## config.mk

```make
export PLATFORM = sky130hd
export DESIGN_NAME = bcd_div
export DESIGN_NICKNAME = d
export VERILOG_FILES = /design/src/bcd_pkg.sv /design/src/bcd_div.sv
export SDC_FILE = /design/constraint.sdc
export NUM_CORES = 1
export LEC_CHECK = 0
export BUFFER_PORTS_ARGS = -buffer_cell sky130_fd_sc_hd__buf_4
export CAP_MARGIN = 5
export CORE_ASPECT_RATIO = 1.1
export CORE_UTILIZATION = 62
export DETAILED_ROUTE_END_ITERATION = 7
export PLACE_DENSITY = 0.88
export SETUP_SLACK_MARGIN = 0.05
export SKIP_CTS_REPAIR_TIMING = 1
export SYNTH_ARGS = -nofsm -noshare
export SYNTH_HDL_FRONTEND = slang
export SYNTH_SLANG_ARGS = --single-unit
```

## constraint.sdc

```tcl
create_clock -name clk -period 4.4 [get_ports clk]
set_input_delay 0.88 -clock clk [delete_from_list [all_inputs] [get_ports clk]]
set_output_delay 0.88 -clock clk [all_outputs]
set_load 0.05 [all_outputs]
```

## src/bcd_pkg.sv

```systemverilog
// Shared types and constants for the battery current derating block.
// Holds the payload beats, the breakpoint tables and the scaling constants.
// No dependencies.
package bcd_pkg;

  typedef struct packed {
    logic signed [11:0] max_temperature;
    logic [13:0]        charge_state;
    logic [12:0]        highest_cell_mv;
    logic [12:0]        lowest_cell_mv;
  } in_t;

  typedef struct packed {
    logic [19:0] charge_limit_ma;
    logic [19:0] discharge_limit_ma;
  } out_t;

  typedef struct packed {
    logic signed [14:0] bp;
    logic [8:0]         rt;
  } entry_t;

  typedef struct packed {
    logic       valid;
    logic       tag;
    logic [8:0] rate;
  } scale_req_t;

  typedef struct packed {
    logic        valid;
    logic        tag;
    logic [19:0] ma;
  } scale_rsp_t;

  localparam int TAB_N = 47;
  localparam int CURVES = 6;

  localparam logic signed [14:0] BP_TAB [TAB_N] = '{
    -15'sd250, 15'sd0, 15'sd50, 15'sd150, 15'sd350, 15'sd450, 15'sd550, 15'sd650,
    -15'sd250, -15'sd150, -15'sd100, -15'sd50, 15'sd0, 15'sd50, 15'sd100, 15'sd250,
    15'sd300, 15'sd350, 15'sd450, 15'sd550, 15'sd600, 15'sd650, 15'sd700,
    15'sd0, 15'sd8500, 15'sd9000, 15'sd9500, 15'sd10000,
    15'sd0, 15'sd200, 15'sd500, 15'sd800, 15'sd1000, 15'sd1500, 15'sd2000,
    15'sd5000, 15'sd10000,
    15'sd3000, 15'sd4100, 15'sd4200,
    15'sd3000, 15'sd3200, 15'sd3300, 15'sd3400, 15'sd3450, 15'sd3550, 15'sd4200
  };

  localparam logic [8:0] RT_TAB [TAB_N] = '{
    9'd0, 9'd0, 9'd0, 9'd300, 9'd300, 9'd200, 9'd0, 9'd0,
    9'd20, 9'd20, 9'd100, 9'd150, 9'd200, 9'd450, 9'd500, 9'd500,
    9'd450, 9'd400, 9'd380, 9'd380, 9'd20, 9'd20, 9'd0,
    9'd300, 9'd300, 9'd200, 9'd100, 9'd50,
    9'd100, 9'd100, 9'd220, 9'd220, 9'd400, 9'd400, 9'd500, 9'd500, 9'd500,
    9'd300, 9'd300, 9'd0,
    9'd0, 9'd0, 9'd200, 9'd250, 9'd380, 9'd500, 9'd500
  };

  localparam logic [5:0] CURVE_BASE [CURVES] = '{6'd0, 6'd8, 6'd23, 6'd28, 6'd37, 6'd40};
  localparam logic [3:0] CURVE_LAST [CURVES] = '{4'd7, 4'd14, 4'd4, 4'd8, 4'd2, 4'd6};

  localparam logic [17:0] CAP_RESET   = 18'd50000;
  localparam logic [26:0] RECIP_100   = 27'd85899346;
  localparam int          RECIP_SHIFT = 33;
  localparam logic [19:0] OUT_MAX     = 20'hFFFFF;

  localparam int QW = 9;
  localparam int DW = 14;
  localparam int NW = 23;

endpackage

```

## src/bcd_div.sv

```systemverilog
// Restoring divider, one quotient bit per cycle.
// Depends on bcd_pkg for operand widths; the quotient must fit in QW bits.
module bcd_div (
  input  logic                      clk,
  input  logic                      rst,
  input  logic                      start,
  input  logic [bcd_pkg::NW-1:0]    num,
  input  logic [bcd_pkg::DW-1:0]    den,
  output logic                      done,
  output logic [bcd_pkg::QW-1:0]    quo
);

  localparam int SW = bcd_pkg::DW + bcd_pkg::QW - 1;

  logic                   busy;
  logic [3:0]             cnt;
  logic [bcd_pkg::NW-1:0] rem;
  logic [SW-1:0]          dsh;
  logic [bcd_pkg::NW-1:0] dext;
  logic                   fit;

  assign dext = bcd_pkg::NW'(dsh);
  assign fit  = (dext <= rem);

  always_ff @(posedge clk) begin
    if (rst) begin
      busy <= 1'b0;
      done <= 1'b0;
    end else begin
      done <= 1'b0;
      if (start) begin
        busy <= 1'b1;
      end else if (busy && cnt == 4'd0) begin
        busy <= 1'b0;
        done <= 1'b1;
      end
    end
    if (start) begin
      rem <= num;
      dsh <= {den, {(bcd_pkg::QW-1){1'b0}}};
      cnt <= 4'(bcd_pkg::QW - 1);
      quo <= '0;
    end else if (busy) begin
      if (fit) begin
        rem <= rem - dext;
      end
      quo <= {quo[bcd_pkg::QW-2:0], fit};
      dsh <= dsh >> 1;
      cnt <= cnt - 4'd1;
    end
  end

endmodule

```

==> impl_results.md, run 1 <==
* Htree depth at 3
* Routability cong. at 0.880
* Crit Path Class: flip-flop to flip-flop
* Worst R2R Path Depth at 10
* Slew Limit Fails at 0
* CTS buffer count at 9
* Row cnt at 28
* Longest Clk Path Bufs at 2
* Prevailing post-synth register cell: edfxtp_1
* Critical Path Max Stage Delay at 0.40 ns
* Post-Syn Instances at 373
* Register area share after synthesis at 0.438
* Most frequent cells in the layout: buf_4 (52), nand2_1 (38), edfxtp_1 (37)
* Antenna violations before repair at 0
* Mean Syn Cell Area at 9.63 sq um
* Hold path endpoint: dsh[0]
* Slowest library cell on the worst path: o311ai_1
* Fin crit period at 3.24 ns
* Logic pwr share at 0.418
* Crit path DAT at 3.27 ns
* Seq pwr share at 0.351
* Setup TNS at 0 ns
* Worst Hold Class: flip-flop to flip-flop
* DPL Wire Length at 5620 um
* DRT antenna net count at 0
* Commonest non-fill, non-tap cell in the layout: buf_4
* Lkg Pwr at 1.73 nW
* Final setup viols at 0
* Synthesized Nets at 438
* Psw at 0.811 mW
* WL final at 8080 um
* Final Hold Viols at 0
* Peak supply drop at 289 uV
* Clock tree sinks at 60
* Relative slew slack at 0.394
* Pwr Density at 516 nW/um^2
* Int Power at 1.36 mW
* Global-route usage over all layers at 0.289
* Horiz. Die Dim at 74.6 um
* Hold Slack at 0.511 ns
* Layout cell share with drive strength beyond 1 at 0.182
* Clock power share at 0.231
* Fin crit share at 0.736
* # IOs at 50
* F_max at 309 MHz
* Status: completed
* Flop2flop setup slack at 1.16 ns
* Vias in the first global route at 2798
* CTS clk-pin slew, worst paths at 0.07 ns
* Core area at 5470 sq um
* CTS tree: built
* Met3 Use GR at 0.0589
* Switching fraction of total power at 0.374
* Grt met2 use at 0.461
* Worst path required time at 4.43 ns
* Met1 Usage GRT at 0.350
* Post-synth ARST share at 0
* Flops & latches, synth at 60
* Max Fanout on Critical Path at 18
* Syn Std Cell Area at 3590 sq um
* Via count at 2996
* Post-synth cell types at 50
* Die height at 81.8 um
* Synth warn at 0
* Largest net degree at the start of global routing at 62
* Actual slew at the worst max-slew pin at 0.906 ns
* Final core utilization at 0.769
* Endpoint class of the critical path: flip-flop
* Grt ovf at 0
* PortBufs at 49
* Die ar. at 6100 sq um
* Initial core utilization at 0.657
* RSZ-0062 raised after global routing: no
* Wirelength per Cell at 16.3 um
* R2R Path End: rem[11]
* Synth-to-Final Area Change at 17.0%
* Crit path from: dsh[7]
* Crit-path cells: inv_1 > ha_1 > and3_1 > nand2_1 > a211oi_2 > o31a_1 > a31oi_2 > o311ai_1 > a21o_1 > buf_4
* Busiest grt layer: met2
* # fillers at 410
* Critical path startpoint category: flip-flop
* Max-cap violations at 0
* Hold wc startpoint: dsh[0]
* FF-to-FF Start: dsh[7]
* Worst clock skew at 0.00920 ns
* Post-layout net count at 482
* Worst-Skew Late Latency at 0.35 ns
* Vias per cell at 6.03
* EDFF count, synth at 37
* First-pass GRT wire length at 12900 um
* Antenna cells at 0
* Pre-antenna DRT Iters at 5
* Root Driver: clkbuf_8
* Initial DRC count at 218
* Remaining DRCs at 0
* Hold Path Depth at 2
-- worst max-delay path, delay by kind of cell, from the launching register on --
| kind | cells | cell delay (ns) |
|---|---|---|
| adder cells (fa/ha/maj) | 1 | 0.36 |
| AO/OA/AOI/OAI | 5 | 1.45 |
| AND/OR/NAND/NOR | 2 | 0.36 |
| buffers and inverters | 2 | 0.38 |
| flip-flops | 1 | 0.36 |
-- registers in the layout, summed over array words and instances, names as in the netlist --
| register | count |
|---|---|
| dsh | 22 |
| rem | 23 |
| cnt | 4 |
| quo | 9 |
| done | 1 |
| busy | 1 |
-- power by group through the flow --
stage / Clock [mW] / Sequential [mW] / Combinational [mW]
floorplan: 0 / 0.765 / 0.685
global placement: 0 / 0.767 / 0.857
detailed placement: 0 / 0.770 / 0.877
CTS: 0.501 / 0.761 / 0.890
global route: 0.522 / 0.771 / 0.992
finish: 0.501 / 0.761 / 0.907
-- logic make-up after synthesis --
| kind of cell | Yosys count | share of synthesized area |
|---|---|---|
| compound gates | 103 | 0.200 |
| simple gates | 98 | 0.124 |
| buf+inv | 50 | 0.0526 |
| xor+xnor | 19 | 0.0463 |
| flops | 60 | 0.438 |
| fa+ha+maj | 25 | 0.0892 |
| mux | 18 | 0.0509 |
-- through the flow --
step                      instance area (sq um)  worst slack [ns]  power (mW)  std cells
final                                      4200              1.16        2.17        497
after global placement                     4000              1.35        1.62        481
after global routing                       4200             0.968        2.29        497
after CTS                                  4200              1.20        2.15        497
after detailed placement                   4000              1.22        1.65        481
after floorplan                            3590              1.44        1.45        373
-- cell type report --
cell class	count	area (sq um)	area share
Sequential cell	60	1570	0.374
Inverter	31	116	0.0277
Multi-Input combinational cell	263	1830	0.436
Tap cell	75	93.8	0.0223
Clock buffer	9	124	0.0295
Clock inverter	7	75.1	0.0179
Timing Repair Buffer	52	390	0.0929
-- per-layer routing --
metal	routed length (um)	vias to the layer above
met5	0	-
met4	360	0
met3	456	29
met2	3950	143
met1	3320	1379
li1	-	1445
-- worst max-delay path by stage --
stage,end
after detailed placement,rem[14]
after global placement,rem[16]
final,rem[11]
after global routing,rem[11]
after floorplan,rem[0]
after CTS,rem[11]
-- cell usage after synthesis (11+ instances only) --
master | instances | share of area
nand2_1 | 38 | 0.040
edfxtp_1 | 37 | 0.31
inv_1 | 31 | 0.032
nor2_1 | 28 | 0.029
ha_1 | 24 | 0.084
o21ai_0 | 24 | 0.033
dfxtp_1 | 23 | 0.13
a21oi_1 | 19 | 0.026
mux2i_1 | 16 | 0.045
clkbuf_1 | 14 | 0.015
a22o_1 | 13 | 0.032
xnor2_1 | 11 | 0.027
(Power assumes the default switching activity.)
==> run 2, diff against run 1 <==
--- a/config.mk
+++ b/config.mk
@@ -8,9 +8,9 @@
 export BUFFER_PORTS_ARGS = -buffer_cell sky130_fd_sc_hd__buf_4
 export CAP_MARGIN = 5
 export CORE_ASPECT_RATIO = 1.1
-export CORE_UTILIZATION = 62
+export CORE_UTILIZATION = 52
 export DETAILED_ROUTE_END_ITERATION = 7
-export PLACE_DENSITY = 0.88
+export PLACE_DENSITY = 0.79
 export SETUP_SLACK_MARGIN = 0.05
 export SKIP_CTS_REPAIR_TIMING = 1
 export SYNTH_ARGS = -nofsm -noshare
==> constraint.sdc (replaced) <==
create_clock -name clk -period 2.7 [get_ports clk]
set_input_delay 0.54 -clock clk [delete_from_list [all_inputs] [get_ports clk]]
set_output_delay 0.54 -clock clk [all_outputs]
set_load 0.05 [all_outputs]
==> run 2 against run 1 <==
  * The run now ends with negative setup slack left
  * Worst hold slack worse by 0.18 ns
  * Setup slack worse by 1.3 ns
  * Global-route usage down 4.4 points
  * Wire length up 1.8%
  * Largest power group unchanged
==> impl_results.md, run 2 (synthesized netlist as in run 1, its figures left out) <==
* Status: complete, but fails checks
* Reg with most FFs: rem
* Initial DRC count at 154
* Crit path DAT at 2.94 ns
* Worst R2R Path Depth at 12
* R2R Path End: rem[20]
* Crit-path cells: inv_1 > ha_2 > inv_2 > fa_2 > a21o_1 > a221o_2 > a311oi_4 > buf_6 > o311ai_4 > a31oi_1 > xor2_1 > o21ai_1
* Vias per cell at 5.71
* Root Driver: clkbuf_8
* Critical Path End: rem[20]
* Largest register FFs at 23
* Met1 Usage GRT at 0.277
* # IOs at 50
* Worst path required time at 2.81 ns
* Grt ovf at 0
* Pre-CTS setup slack at -0.114 ns
* Met3 Use GR at 0.0673
* Max Fanout on Critical Path at 6
* Lkg Pwr at 1.85 nW
* Endpoint class of the critical path: flip-flop
* Clock power share at 0.201
* Top Registers: rem: 23 flops, dsh: 22 flops, quo: 9 flops
* Peak supply drop at 481 uV
* Relative slew slack at 0.442
* Synth-to-Final Area Change at 23.8%
* WL final at 8230 um
* Final std cells w/o fill at 522
* Grt met2 use at 0.413
* Final Hold Viols at 0
* Final setup viols at 6
* Antenna cells at 0
* Logic pwr share at 0.462
* Design area at 4450 sq um
* Global-route usage over all layers at 0.245
* Pwr Density at 834 nW/um^2
* Violated checks: negative setup slack
* Total Power at 3.71 mW
* Remaining DRCs at 0
* Pre-antenna DRT Iters at 5
* Fin crit share at 1.05
* Max-cap violations at 0
* Critical path startpoint category: flip-flop
* DPL Wire Length at 5980 um
* F_max at 354 MHz
* Seq pwr share at 0.337
* Worst clock skew at 0.0128 ns
* Row cnt at 31
* CTS buffer count at 9
* Busiest grt layer: met2
* CTS tree: built
* FF-to-FF Start: rem[0]
* Slowest library cell on the worst path: a221o_2
* PortBufs at 49
* Routability cong. at 0.875
* Final core utilization at 0.670
* Largest net degree at the start of global routing at 32
* Wirelength per Cell at 15.8 um
* Post-layout net count at 500
* Vias in the first global route at 2802
* RSZ-0062 raised after global routing: yes
* Via count at 2983
* CTS clk-pin slew, worst paths at 0.08 ns
* Clock tree sinks at 60
* First-pass GRT wire length at 12900 um
* Core area at 6630 sq um
* DRT antenna net count at 0
* Most frequent cells in the layout: buf_4 (67), nand2_1 (38), edfxtp_1 (37)
* Initial core utilization at 0.541
* Int Power at 2.32 mW
* Crit path from: rem[0]
* Fin crit period at 2.83 ns
* Psw at 1.39 mW
* Longest Clk Path Bufs at 2
* Worst-Skew Late Latency at 0.36 ns
* Layout cell share with drive strength beyond 1 at 0.250
* Hold Path Depth at 2
* Htree depth at 3
* Placed cells at 501
* Actual slew at the worst max-slew pin at 0.834 ns
* Worst Hold Class: input pin to flip-flop
* Setup ws final at -0.128 ns
* Flop2flop setup slack at -0.13 ns
* Crit Path Class: flip-flop to flip-flop
* Die height at 89.2 um
* Die ar. at 7240 sq um
* Horiz. Die Dim at 81.2 um
* Antenna violations before repair at 0
* Slew Limit Fails at 0
* Placed cell area at 4150 sq um
* Commonest non-fill, non-tap cell in the layout: buf_4
* Switching fraction of total power at 0.376
* Critical Path Max Stage Delay at 0.39 ns
run 2: cell count changes in the layout (fill, tap and decap cells not counted), moves of 2 or more:
cell        change
a21oi_1         -2
a21oi_2         +2
buf_12          +2
buf_4          +15
clkinv_2        +2
clkinvlp_4      -3
ha_1            -3
ha_4            +2
inv_4           +2
o21ai_0         -3
o21ai_1         +2
o311ai_1        -2
o311ai_2        +2
run 2: layout make-up:
cell class / instances / area (sq um)
fill: 531 / 2190
multi-input combinational: 263 / 1930
sequential: 60 / 1570
timing repair buffer: 70 / 554
clock buffer: 10 / 138
inverter: 31 / 116
tap: 82 / 103
clock inverter: 6 / 36.3
run 2: critical path, delay by kind of cell (launching register included):
| family | cells | cell delay [ns] |
|---|---|---|
| XOR/XNOR | 1 | 0.16 |
| flip-flops | 1 | 0.37 |
| buffers and inverters | 3 | 0.28 |
| AO/OA/AOI/OAI | 6 | 1.23 |
| adder cells (fa/ha/maj) | 2 | 0.53 |
run 2: how the worst min path moves through the flow:
| stage | from | end | slack [ns] |
|---|---|---|---|
| global placement | dsh[0] | dsh[0] | 0.48 |
| global route | rst | busy | 0.33 |
| detailed placement | quo[8] | quo[8] | 0.49 |
| floorplan | dsh[0] | dsh[0] | 0.46 |
| CTS | rst | busy | 0.32 |
| finish | rst | busy | 0.33 |
run 2: per-layer routing:
metal  wire length (um)  share of wire  vias to the layer above
met5                  0              0                        -
met4                273          0.033                        0
met3                533          0.065                       22
met2               4080           0.50                      109
met1               3340           0.41                     1374
li1                   -              -                     1478
run 2: metrics by stage:
step,setup TNS (ns),hold WS [ns]
after global routing,-2.51,0.328
after global placement,-0.0871,0.482
after detailed placement,-0.905,0.488
final,-0.367,0.329
after floorplan,0,0.465
after CTS,-1.27,0.325
run 2: power groups by stage:
stage | logic, mW | clock network (mW) | registers (mW)
5_1_grt | 1.88 | 0.801 | 1.26
6_report | 1.71 | 0.747 | 1.25
2_1_floorplan | 1.13 | 0 | 1.25
3_5_place_dp | 1.55 | 0 | 1.26
4_1_cts | 1.56 | 0.758 | 1.24
3_3_place_gp | 1.50 | 0 | 1.25
