`src/bcd_pkg.sv`:
```
// Shared types and constants for the battery current derating block.
// Holds the payload beats, the breakpoint tables and the scaling constants.
// No dependencies.
package bcd_pkg;

  typedef struct packed {
    logic signed [11:0] max_temperature;
    logic [13:0]        charge_state;
    logic [12:0]        highest_cell_mv;
    logic [12:0]        lowest_cell_mv;
  } in_t;

  typedef struct packed {
    logic [19:0] charge_limit_ma;
    logic [19:0] discharge_limit_ma;
  } out_t;

  typedef struct packed {
    logic signed [14:0] bp;
    logic [8:0]         rt;
  } entry_t;

  typedef struct packed {
    logic       valid;
    logic       tag;
    logic [8:0] rate;
  } scale_req_t;

  typedef struct packed {
    logic        valid;
    logic        tag;
    logic [19:0] ma;
  } scale_rsp_t;

  localparam int TAB_N = 47;
  localparam int CURVES = 6;

  localparam logic signed [14:0] BP_TAB [TAB_N] = '{
    -15'sd250, 15'sd0, 15'sd50, 15'sd150, 15'sd350, 15'sd450, 15'sd550, 15'sd650,
    -15'sd250, -15'sd150, -15'sd100, -15'sd50, 15'sd0, 15'sd50, 15'sd100, 15'sd250,
    15'sd300, 15'sd350, 15'sd450, 15'sd550, 15'sd600, 15'sd650, 15'sd700,
    15'sd0, 15'sd8500, 15'sd9000, 15'sd9500, 15'sd10000,
    15'sd0, 15'sd200, 15'sd500, 15'sd800, 15'sd1000, 15'sd1500, 15'sd2000,
    15'sd5000, 15'sd10000,
    15'sd3000, 15'sd4100, 15'sd4200,
    15'sd3000, 15'sd3200, 15'sd3300, 15'sd3400, 15'sd3450, 15'sd3550, 15'sd4200
  };

  localparam logic [8:0] RT_TAB [TAB_N] = '{
    9'd0, 9'd0, 9'd0, 9'd300, 9'd300, 9'd200, 9'd0, 9'd0,
    9'd20, 9'd20, 9'd100, 9'd150, 9'd200, 9'd450, 9'd500, 9'd500,
    9'd450, 9'd400, 9'd380, 9'd380, 9'd20, 9'd20, 9'd0,
    9'd300, 9'd300, 9'd200, 9'd100, 9'd50,
    9'd100, 9'd100, 9'd220, 9'd220, 9'd400, 9'd400, 9'd500, 9'd500, 9'd500,
    9'd300, 9'd300, 9'd0,
    9'd0, 9'd0, 9'd200, 9'd250, 9'd380, 9'd500, 9'd500
  };

  localparam logic [5:0] CURVE_BASE [CURVES] = '{6'd0, 6'd8, 6'd23, 6'd28, 6'd37, 6'd40};
  localparam logic [3:0] CURVE_LAST [CURVES] = '{4'd7, 4'd14, 4'd4, 4'd8, 4'd2, 4'd6};

  localparam logic [17:0] CAP_RESET   = 18'd50000;
  localparam logic [26:0] RECIP_100   = 27'd85899346;
  localparam int          RECIP_SHIFT = 33;
  localparam logic [19:0] OUT_MAX     = 20'hFFFFF;

  localparam int QW = 9;
  localparam int DW = 14;
  localparam int NW = 23;

endpackage

```
`src/bcd_rom.sv`:
```
// Breakpoint table memory with a registered read port.
// Depends on bcd_pkg for the tables and the entry type.
module bcd_rom (
  input  logic            clk,
  input  logic [5:0]      addr,
  output bcd_pkg::entry_t data
);

  always_ff @(posedge clk) begin
    if (addr < 6'(bcd_pkg::TAB_N)) begin
      data.bp <= bcd_pkg::BP_TAB[addr];
      data.rt <= bcd_pkg::RT_TAB[addr];
    end else begin
      data <= '0;
    end
  end

endmodule

```
`config.mk`:
```
export PLATFORM = sky130hd
export DESIGN_NAME = bcd_rom
export DESIGN_NICKNAME = d
export VERILOG_FILES = /design/src/bcd_pkg.sv /design/src/bcd_rom.sv
export SDC_FILE = /design/constraint.sdc
export NUM_CORES = 1
export LEC_CHECK = 0
export BUFFER_PORTS_ARGS = -buffer_cell sky130_fd_sc_hd__buf_2
export CAP_MARGIN = 20
export CELL_PAD_IN_SITES_DETAIL_PLACEMENT = 0
export CELL_PAD_IN_SITES_GLOBAL_PLACEMENT = 1
export CORE_MARGIN = 4
export CORE_UTILIZATION = 35
export DETAILED_ROUTE_END_ITERATION = 16
export PLACE_DENSITY = 0.77
export SYNTH_ARGS = -nofsm -noshare
export SYNTH_HDL_FRONTEND = slang
export SYNTH_SLANG_ARGS = --single-unit
```
`constraint.sdc`:
```
create_clock -name clk -period 5.6 [get_ports clk]
set_input_delay 1.12 -clock clk [delete_from_list [all_inputs] [get_ports clk]]
set_output_delay 1.12 -clock clk [all_outputs]
set_load 0.02 [all_outputs]
```
==> metrics.md, run 1 <==
| Metric | Value |
|---|---|
| Status | `complete, no violations` |
| Worst hold path class | `in2reg` |
| Post-CTS Setup Repair Bufs | `0` |
| Ant diodes | `0` |
| Setup_tns | `0 ns` |
| WL/cell | `~17 um` |
| Cts bufs inserted | `3` |
| Hold Fails Final Rpt | `0` |
| # IOs | `31` |
| Pwr dens | `226 mW/mm2` |
| RSZ-0062 raised after global routing | `false` |
| Rel. slew slack | `between 30% and 40%` |
| Max Slew Vio Count | `0` |
| Synth Area in Compound Gates | `approximately a third` |
| Period minus WS final | `2.99 ns` |
| Post-DP Area | `approximately 0.0021 mm2` |
| Max FFs per register | `22` |
| Layout cells sized above 1 | `roughly 14%` |
| Largest registers | `data: 22 flops` |
| First DRT Iteration DRCs | `around 370` |
| Final nets | `~300` |
| Layout area overhead | `7.84%` |
| Synth Instances | `275` |
| Yosys warns | `0` |
| Worst-path clk slew | `roughly 0.080 ns` |
| CP Data Required Time | `~5.8 ns` |
| Adder-Cell Fraction of Synth Area | `about a tenth` |
| PortBufs | `28` |
| Max FO, Critical Path | `15` |
| CTS tree | `done` |
| Period utilisation layout | `about 53%` |
| Synth top cells by count | `a21oi_1 (30), o21ai_0 (25), nand2_1 (24)` |
| Vias in the first global route | `1,919` |
| Row count | `27` |
| Main combinational cell family by area after synthesis | `compound AO/OA/AOI/OAI gates` |
| Antenna violations before repair | `0` |
| Design area | `around 0.0022 mm2` |
| Total GRT Usage | `between 15 and 20%` |
| Routed WL | `around 6000 um` |
| Utilization after layout | `roughly 39%` |
| Prevailing post-synth register cell | `dfxtp_1` |
| HPWL Detailed | `between 4000 and 5000 um` |
| Crit. End Element | `register` |
| Fraction of synthesized area in multiplexers | `under 10%` |
| Synth top area share | `between 20% and 30%` |
| Post-synthesis simple-gate area fraction | `21.9%` |
| TritonRoute pass-1 iters | `5` |
| Setup ws final | `~2.6 ns` |
| Worst-margin pin slew | `around 1 ns` |
| # hold bufs at CTS | `0` |
| Setup Viol. Count Final | `0` |
| Largest net degree at the start of global routing | `66` |
| Routed via count | `roughly 2.1k` |
| Sinks on Clock Net | `22` |
| Starting Density | `a little over a third` |
| Post-synth EDFFs | `0` |
| CTS Root Cell | `clkbuf_8` |
| #FFs+latches synth | `22` |
| Die ar. | `0.00697 mm2` |
| Synth area leader | `dfxtp_1` |
| Core Area | `roughly 0.0055 mm2` |
| Layout Cells excl Fill | `approximately 350` |
| Top reg by flops | `data` |
| Max Fclk | `335 MHz` |
| Max_cap viols | `0` |
| H-Tree Depth | `1` |
| Die Y-Extent | `around 84 um` |
| Vias per cell | `between 5 and 6` |
| Placed insts | `approximately 350` |
| Cts repair resizes | `0` |
| Peak VDD IR | `approximately 0.12 mV` |
| Syn avg cell area | `slightly above 7 um2` |
| Pre-CTS setup slack | `between 2 and 2.5 ns` |
| Global route total overflow | `0` |
| Clk buf depth | `2` |
| XOR/XNOR Fraction of Synth Area | `0%` |
| Post-synthesis cell type count | `60` |
| DR DRC count | `0` |
| Crit path arrival time | `around 3.2 ns` |
| GP Congestion | `between 0.8 and 0.9` |
| Startpoint class of the critical path | `input port` |
| Leak | `between 0.9 and 1 nW` |
| Final ANT Viol Nets | `0` |
| Cell area after synthesis | `0.00200 mm2` |
| Seq/Total Area, Yosys | `around 22%` |
| Ranking of synthesized cells by area | `dfxtp_1 (22%), ha_1 (9.4%), a21oi_1 (7.5%)` |
| First-pass GRT wire length | `10,100 um` |
| Die X | `around 84 um` |
| Crit path kind | `in2reg` |
| FFs w/ async S/R, synth | `0%` |
| Most common cell in the netlist | `a21oi_1` |
[worst max-delay path: stages]
cell and delay (ns):
buf_2 0.21, inv_1 0.35, ha_1 0.55, nand2_1 0.21, a21oi_1 0.26, a311oi_1 0.09
a211o_1 0.34, o21ai_2 0.05
[cell type report]
| class | count | area [um2] |
|---|---|---|
| fill | 596 | 3350 |
| clock inverter | 1 | 30.0 |
| multi-input combinational | 215 | 1370 |
| inverter | 10 | 37.5 |
| tap | 72 | 90.1 |
| timing repair buffer | 29 | 148 |
| clock buffer | 3 | 41.3 |
| sequential | 22 | 440 |
[layer usage]
layer | wire (um) | global-route usage (%) | share of wire, %
met3 | 575 | 2.86 | 9.4
met1 | 2570 | 24.4 | 42
met4 | 136 | 6.14 | 2.2
met2 | 2860 | 28.1 | 47
met5 | 0 | 0 | 0
[path summary, 6_finish.rpt]
path,start,end,slack [ns],cells after the start
min,addr[5],data[20],1.34,3
max,addr[1],data[5],2.61,8
[per-stage QoR]
stage / hold WS, ns / power [mW]
final: 1.34 / 0.486
after global routing: 1.39 / 0.516
after CTS: 1.33 / 0.489
after detailed placement: 1.54 / 0.337
after global placement: 1.54 / 0.337
after floorplan: 1.31 / 0.297
[kinds of logic after synthesis]
kind of cell / Yosys count
AOI/OAI and AO/OA: 106
and+or+nand+nor: 87
buffers and inverters: 39
DFF: 22
adders and majority gates: 15
muxes: 5
other: 1
[power by group]
group	leakage [nW]	internal, mW	switching [mW]	total, mW
clock	0.0357	0.0956	0.0549	0.150
combinational	0.703	0.0529	0.108	0.161
sequential	0.184	0.172	0.00301	0.175
total	0.922	0.320	0.166	0.486
[cells in the final DEF, fill, tap and decap left out, types with 6 or more instances in the layout]
cell / Yosys / layout
nor3_1: 6 / 6
nand2b_1: 7 / 7
buf_2: 14 / 28
nor2b_1: 8 / 8
a31oi_1: 7 / 7
nor2_1: 22 / 22
inv_1: 8 / 8
a21oi_1: 30 / 30
ha_1: 15 / 15
dfxtp_1: 22 / 22
nand2_1: 24 / 24
o21ai_0: 25 / 25
(Power assumes the default switching activity.)
==> inputs of run 2 (changes only) <==
--- a/config.mk
+++ b/config.mk
@@ -12,7 +12,7 @@
 export CORE_MARGIN = 4
 export CORE_UTILIZATION = 35
 export DETAILED_ROUTE_END_ITERATION = 16
-export PLACE_DENSITY = 0.77
+export PLACE_DENSITY = 0.79
 export SYNTH_ARGS = -nofsm -noshare
 export SYNTH_HDL_FRONTEND = slang
 export SYNTH_SLANG_ARGS = --single-unit
==> constraint.sdc (replaced) <==
create_clock -name clk -period 2.39 [get_ports clk]
set_input_delay 0.478 -clock clk [delete_from_list [all_inputs] [get_ports clk]]
set_output_delay 0.478 -clock clk [all_outputs]
set_load 0.02 [all_outputs]
==> metrics.md, run 2 (same netlist as run 1, synthesis figures left out) <==
| Metric | Value |
|---|---|
| Critical Path Max Stage Delay | `0.36 ns (-0.19 ns)` |
| Row count | `27 (unchanged)` |
| Pwr dens | `507 mW/mm2 (+120%)` |
| Max FO, Critical Path | `15 (unchanged)` |
| Crit path max-delay family | `buffers and inverters` |
| Clock power share | `30.1% (-0.9 points)` |
| CTS Root Cell | `clkbuf_8` |
| Most frequent cells in the layout | `a21oi_1 (30), buf_2 (28), o21ai_0 (25), nand2_1 (24)` |
| Die ar. | `0.00697 mm2 (unchanged)` |
| Layout area overhead | `15.4%` |
| Worst-path clk slew | `0.08 ns (about the same)` |
| RSZ-0062 raised after global routing | `false` |
| Multi-input gate area | `0.00137 mm2 (unchanged)` |
| Period minus WS final | `slightly below 2 ns` |
| Routed WL | `6330 um (+3.2%)` |
| Crit path kind | `in2reg` |
| WL/cell | `17.0 um (-2.4%)` |
| Crit path arrival time | `2.08 ns (-1.11 ns)` |
| Worst hold path class | `in2reg` |
| H-Tree Depth | `1 (unchanged)` |
| First-pass GRT wire length | `10,200 um (+0.88%)` |
| Status | `complete, no violations` |
| Crit. End Element | `register` |
| HPWL Detailed | `4500 um (+10%)` |
| Pre-CTS setup slack | `0.216 ns (-2.17 ns)` |
| Setup ws final | `0.430 ns (-2.18 ns)` |
| CP Buf/Inv Count | `2 (unchanged)` |
| Max_cap viols | `0 (unchanged)` |
| Worst hold stages | `2 (-1)` |
| Total GRT Usage | `17.8% (+0.052 points)` |
| PortBufs | `28 (unchanged)` |
| Peak VDD IR | `0.199 mV (+64%)` |
| Routed via count | `2,206 (+4.8%)` |
| Critical path's most frequent cell | `a32oi_1` |
| Max Slew Vio Count | `0 (unchanged)` |
| Fillers | `569 (-4.5%)` |
| NetSw | `0.396 mW (+140%)` |
| Seq pwr share | `35.0% (-1.0 points)` |
| Max FFs per register | `22 (unchanged)` |
| CTS tree | `done` |
| Setup_tns | `0 ns (unchanged)` |
| Antenna violations before repair | `0 (unchanged)` |
| TritonRoute pass-1 iters | `5 (unchanged)` |
| Die Y-Extent | `83.5 um (unchanged)` |
| Final ANT Viol Nets | `0 (unchanged)` |
| Clk buf depth | `2 (unchanged)` |
| CP cell instances | `buf_2 -> inv_1 -> ha_1 -> and2_1 -> nor2_1 -> a32oi_1 -> o21ai_0 -> a32oi_1` |
| Setup Viol. Count Final | `0 (unchanged)` |
| Sw Share | `33.9% (-0.15 points)` |
| Sinks on Clock Net | `22 (unchanged)` |
| Combinational share of power | `34.9% (+1.8 points)` |
| Startpoint class of the critical path | `input port` |
| # hold bufs at CTS | `0 (unchanged)` |
| Register area | `440 um2 (unchanged)` |
| Starting Density | `36.2% (unchanged)` |
| Leak | `1.02 nW (+10%)` |
| Top reg by flops | `data` |
| Vias per cell | `5.93 (-0.79%)` |
| Internal Dissipation | `0.771 mW (+140%)` |
| CP Data Required Time | `2.51 ns (-3.29 ns)` |
| GP Congestion | `0.940 (+7.8%)` |
| Hold Fails Final Rpt | `0 (unchanged)` |
| Commonest non-fill, non-tap cell in the layout | `a21oi_1` |
| Layout cells sized above 1 | `19.7% (+5.7 points)` |
| Final nets | `323 (+6.6%)` |
| Largest net degree at the start of global routing | `34 (-48%)` |
| Slowest cell on crit path | `ha_1` |
| Die X | `83.5 um (unchanged)` |
| Vias in the first global route | `1,971 (+2.7%)` |
| Rel. slew slack | `61.6% (+30 points)` |
| Cts repair resizes | `0 (unchanged)` |
| Period utilisation layout | `82.0%` |
| First DRT Iteration DRCs | `367 (-1.9%)` |
| Hold path start | `addr[2]` |
| DR DRC count | `0 (unchanged)` |
| Post-CTS Setup Repair Bufs | `0 (unchanged)` |
| Max Fclk | `approximately 500 MHz` |
| Worst-margin pin slew | `0.576 ns (-0.445 ns)` |
| Largest registers | `data: 22 flops` |
| Cts bufs inserted | `3 (unchanged)` |
| Core Area | `0.00551 mm2 (unchanged)` |
| # IOs | `31 (unchanged)` |
| Global route total overflow | `0 (unchanged)` |
| Ant diodes | `0 (unchanged)` |
| Hold path endpoint | `data[1]` |
## run 2: worst max path at each step
stage,startpoint,end,slack (ns),cells past startpoint
floorplan,addr[1],data[11],0.46,9
finish,addr[1],data[13],0.43,8
CTS,addr[1],data[11],0.48,8
detailed placement,addr[1],data[15],0.22,6
global route,addr[1],data[3],0.26,7
global placement,addr[1],data[15],0.15,6
## run 2: area by class of cell
cell class                 instances  area share, %
clock inverter                     1           1.30
inverter                          10           1.63
multi-input combinational        215           59.3
timing repair buffer              49           12.9
tap                               72           3.91
clock buffer                       3           1.79
sequential                        22           19.1
## run 2: routing by layer
layer  track usage [%]  vias up  wire length [um]
met5                 0        -                 0
met4              10.1        0               286
met3              2.96       38               603
met2              26.2      144              2680
met1              24.5      975              2760
li1                  -     1049                 -
## run 2: metrics by stage
stage | instance area, um2 | total power [mW] | instances | utilization [%] | hold WS, ns
2_1_floorplan | 2000 | 0.696 | 276 | - | 0.670
3_3_place_gp | 2230 | 0.821 | 368 | 40.5 | 0.894
3_5_place_dp | 2230 | 0.815 | 368 | 40.5 | 0.894
4_1_cts | 2300 | 1.17 | 372 | 41.8 | 0.676
5_1_grt | 2300 | 1.23 | 372 | 41.8 | 0.709
6_report | 2300 | 1.17 | 372 | 41.8 | 0.680
## run 2: power groups by stage
stage / Combinational (mW) / Clock [mW] / Sequential [mW]
floorplan: 0.230 / 0 / 0.467
global placement: 0.404 / 0 / 0.418
global route: 0.441 / 0.372 / 0.412
CTS: 0.400 / 0.359 / 0.409
detailed placement: 0.398 / 0 / 0.418
finish: 0.407 / 0.352 / 0.409
==> inputs of run 3 (changes only) <==
==> constraint.sdc (replaced) <==
create_clock -name clk -period 1.65 [get_ports clk]
set_input_delay 0.33 -clock clk [delete_from_list [all_inputs] [get_ports clk]]
set_output_delay 0.33 -clock clk [all_outputs]
set_load 0.02 [all_outputs]
==> metrics.md, run 3 (same netlist as run 1, synthesis figures left out) <==
| Metric | Value |
|---|---|
| PortBufs | `28 (unchanged)` |
| Max_cap viols | `0 (unchanged)` |
| Tot Pwr | `1.68 mW (+44%)` |
| Peak VDD IR | `0.263 mV (+33%)` |
| Die ar. | `0.00697 mm2 (unchanged)` |
| Max FFs per register | `22 (unchanged)` |
| Sinks on Clock Net | `22 (unchanged)` |
| Worst hold path class | `in2reg` |
| # IOs | `31 (unchanged)` |
| Setup Viol. Count Final | `0 (unchanged)` |
| First DRT Iteration DRCs | `403 (+9.8%)` |
| Setup ws final | `0.120 ns (-0.310 ns)` |
| CTS Root Cell | `clkbuf_8` |
| CP cell instances | `buf_2 -> ha_1 -> and2b_1 -> a21oi_1 -> mux4_2 -> o2bb2ai_1` |
| Largest registers | `data: 22 flops` |
| Core Area | `0.00551 mm2 (unchanged)` |
| Worst-path clk slew | `0.09 ns (about the same)` |
| CTS tree | `done` |
| Cts bufs inserted | `3 (unchanged)` |
| Critical Path Max Stage Delay | `0.45 ns (+0.09 ns)` |
| Die Y-Extent | `83.5 um (unchanged)` |
| # hold bufs at CTS | `0 (unchanged)` |
| Crit path max-delay family | `multiplexers` |
| Global route total overflow | `0 (unchanged)` |
| DR DRC count | `0 (unchanged)` |
| Period minus WS final | `about 1.5 ns` |
| Final nets | `365 (+13%)` |
| Register area | `440 um2 (unchanged)` |
| Hold path start | `addr[5]` |
| Utilization after layout | `47.5% (+5.7 points)` |
| Commonest non-fill, non-tap cell in the layout | `buf_4` |
| Leak | `1.22 nW (+20%)` |
| Period utilisation layout | `between 90 and 100%` |
| Max Slew Vio Count | `0 (unchanged)` |
| TritonRoute pass-1 iters | `6 (+1)` |
| WP depth | `6 (-2)` |
| First-pass GRT wire length | `11,300 um (+11%)` |
| HPWL Detailed | `5280 um (+17%)` |
| Max Fclk | `roughly 650 MHz` |
| Clk buf depth | `2 (unchanged)` |
| Hold Fails Final Rpt | `0 (unchanged)` |
| Most frequent cells in the layout | `buf_4 (62), a21oi_1 (30), buf_2 (28), o21ai_0 (25), nand2_1 (24)` |
| Row count | `27 (unchanged)` |
| Crit path arrival time | `1.70 ns (-0.38 ns)` |
| RSZ-0062 raised after global routing | `false` |
| Pre-CTS setup slack | `-0.151 ns (-0.367 ns)` |
| Slowest cell on crit path | `mux4_2` |
| Startpoint class of the critical path | `input port` |
| Ant diodes | `0 (unchanged)` |
| Crit path kind | `in2reg` |
| Largest net degree at the start of global routing | `23 (-32%)` |
| Pwr dens | `640 mW/mm2 (+26%)` |
| Antenna violations before repair | `0 (unchanged)` |
| Routed WL | `6930 um (+9.4%)` |
| WL/cell | `16.7 um (-1.7%)` |
| Setup_tns | `0 ns (unchanged)` |
| CP Data Required Time | `1.82 ns (-0.69 ns)` |
| H-Tree Depth | `1 (unchanged)` |
| Total GRT Usage | `19.9% (+2.1 points)` |
| Hold path endpoint | `data[20]` |
| Layout area overhead | `31.2%` |
| Top reg by flops | `data` |
| Die X | `83.5 um (unchanged)` |
| Status | `complete, no violations` |
| Vias in the first global route | `2,235 (+13%)` |
| Crit. End Element | `register` |
| Final ANT Viol Nets | `0 (unchanged)` |
| Starting Density | `36.2% (unchanged)` |
| Max FO, Critical Path | `7 (-8)` |
| Layout Cells excl Fill | `414 (+11%)` |
| Placed insts | `410 (+11%)` |
| Layout cells sized above 1 | `29.8% (+10 points)` |
| GP Congestion | `0.953 (+1.4%)` |
| Fillers | `577 (+1.4%)` |
| Vias per cell | `5.80 (-2.2%)` |
| Routed via count | `2,401 (+8.8%)` |
| Worst hold stages | `3 (+1)` |
| CP Buf/Inv Count | `1 (-1)` |
| Multi-input gate area | `0.00137 mm2 (about the same)` |
## run 3: cell count changes in the layout (fill, tap and decap cells not counted)
cell / previous run / this run
buf_4: 21 / 62
a2111oi_0: 1 / 0
a2111oi_1: 0 / 1
buf_12: 0 / 1
bufinv_16: 1 / 0
clkbuf_8: 3 / 4
inv_1: 8 / 7
inv_4: 0 / 1
## run 3: per-layer routing
layer / up-vias / global-route usage [%] / share of wire, %
met1: 1108 / 26.9 / 43
met3: 28 / 2.76 / 8.1
met2: 135 / 31.6 / 46
li1: 1130 / - / -
met5: - / 0 / 0
met4: 0 / 8.48 / 3.6
## run 3: per-stage QoR
step / cell area (um2) / hold slack [ns]
global placement: 2560 / 0.671
CTS: 2620 / 0.384
detailed placement: 2560 / 0.671
finish: 2620 / 0.390
global route: 2620 / 0.398
floorplan: 2000 / 0.522
## run 3: worst max-delay path by stage
stage	endpoint	slack (ns)	from
finish	data[15]	0.12	addr[0]
global route	data[3]	0.02	addr[0]
CTS	data[15]	0.14	addr[0]
detailed placement	data[15]	-0.15	addr[0]
global placement	data[6]	-0.12	addr[0]
floorplan	data[11]	0.01	addr[1]
## run 3: tightest hold or removal path: stages
cell	delay [ns]
buf_2	0.16
nand2_1	0.07
a21oi_1	0.06
## run 3: power by group
| part | switching (mW) | internal (mW) |
|---|---|---|
| combinational | 0.399 | 0.281 |
| sequential | 0.0100 | 0.582 |
| clock | 0.191 | 0.213 |
## run 3: layout make-up
class	count	area share [%]
repair buffers	91	23.9
flip-flops and latches	22	16.8
well taps	72	3.44
inverters	10	1.53
multi-input cells	215	52.2
clock buffers	4	2.10
## run 3: timing repair
action | CTS | global route
buffers inserted | 0 | 0
resized for setup | 0 | 1
setup endpoints to repair | 0 | 1
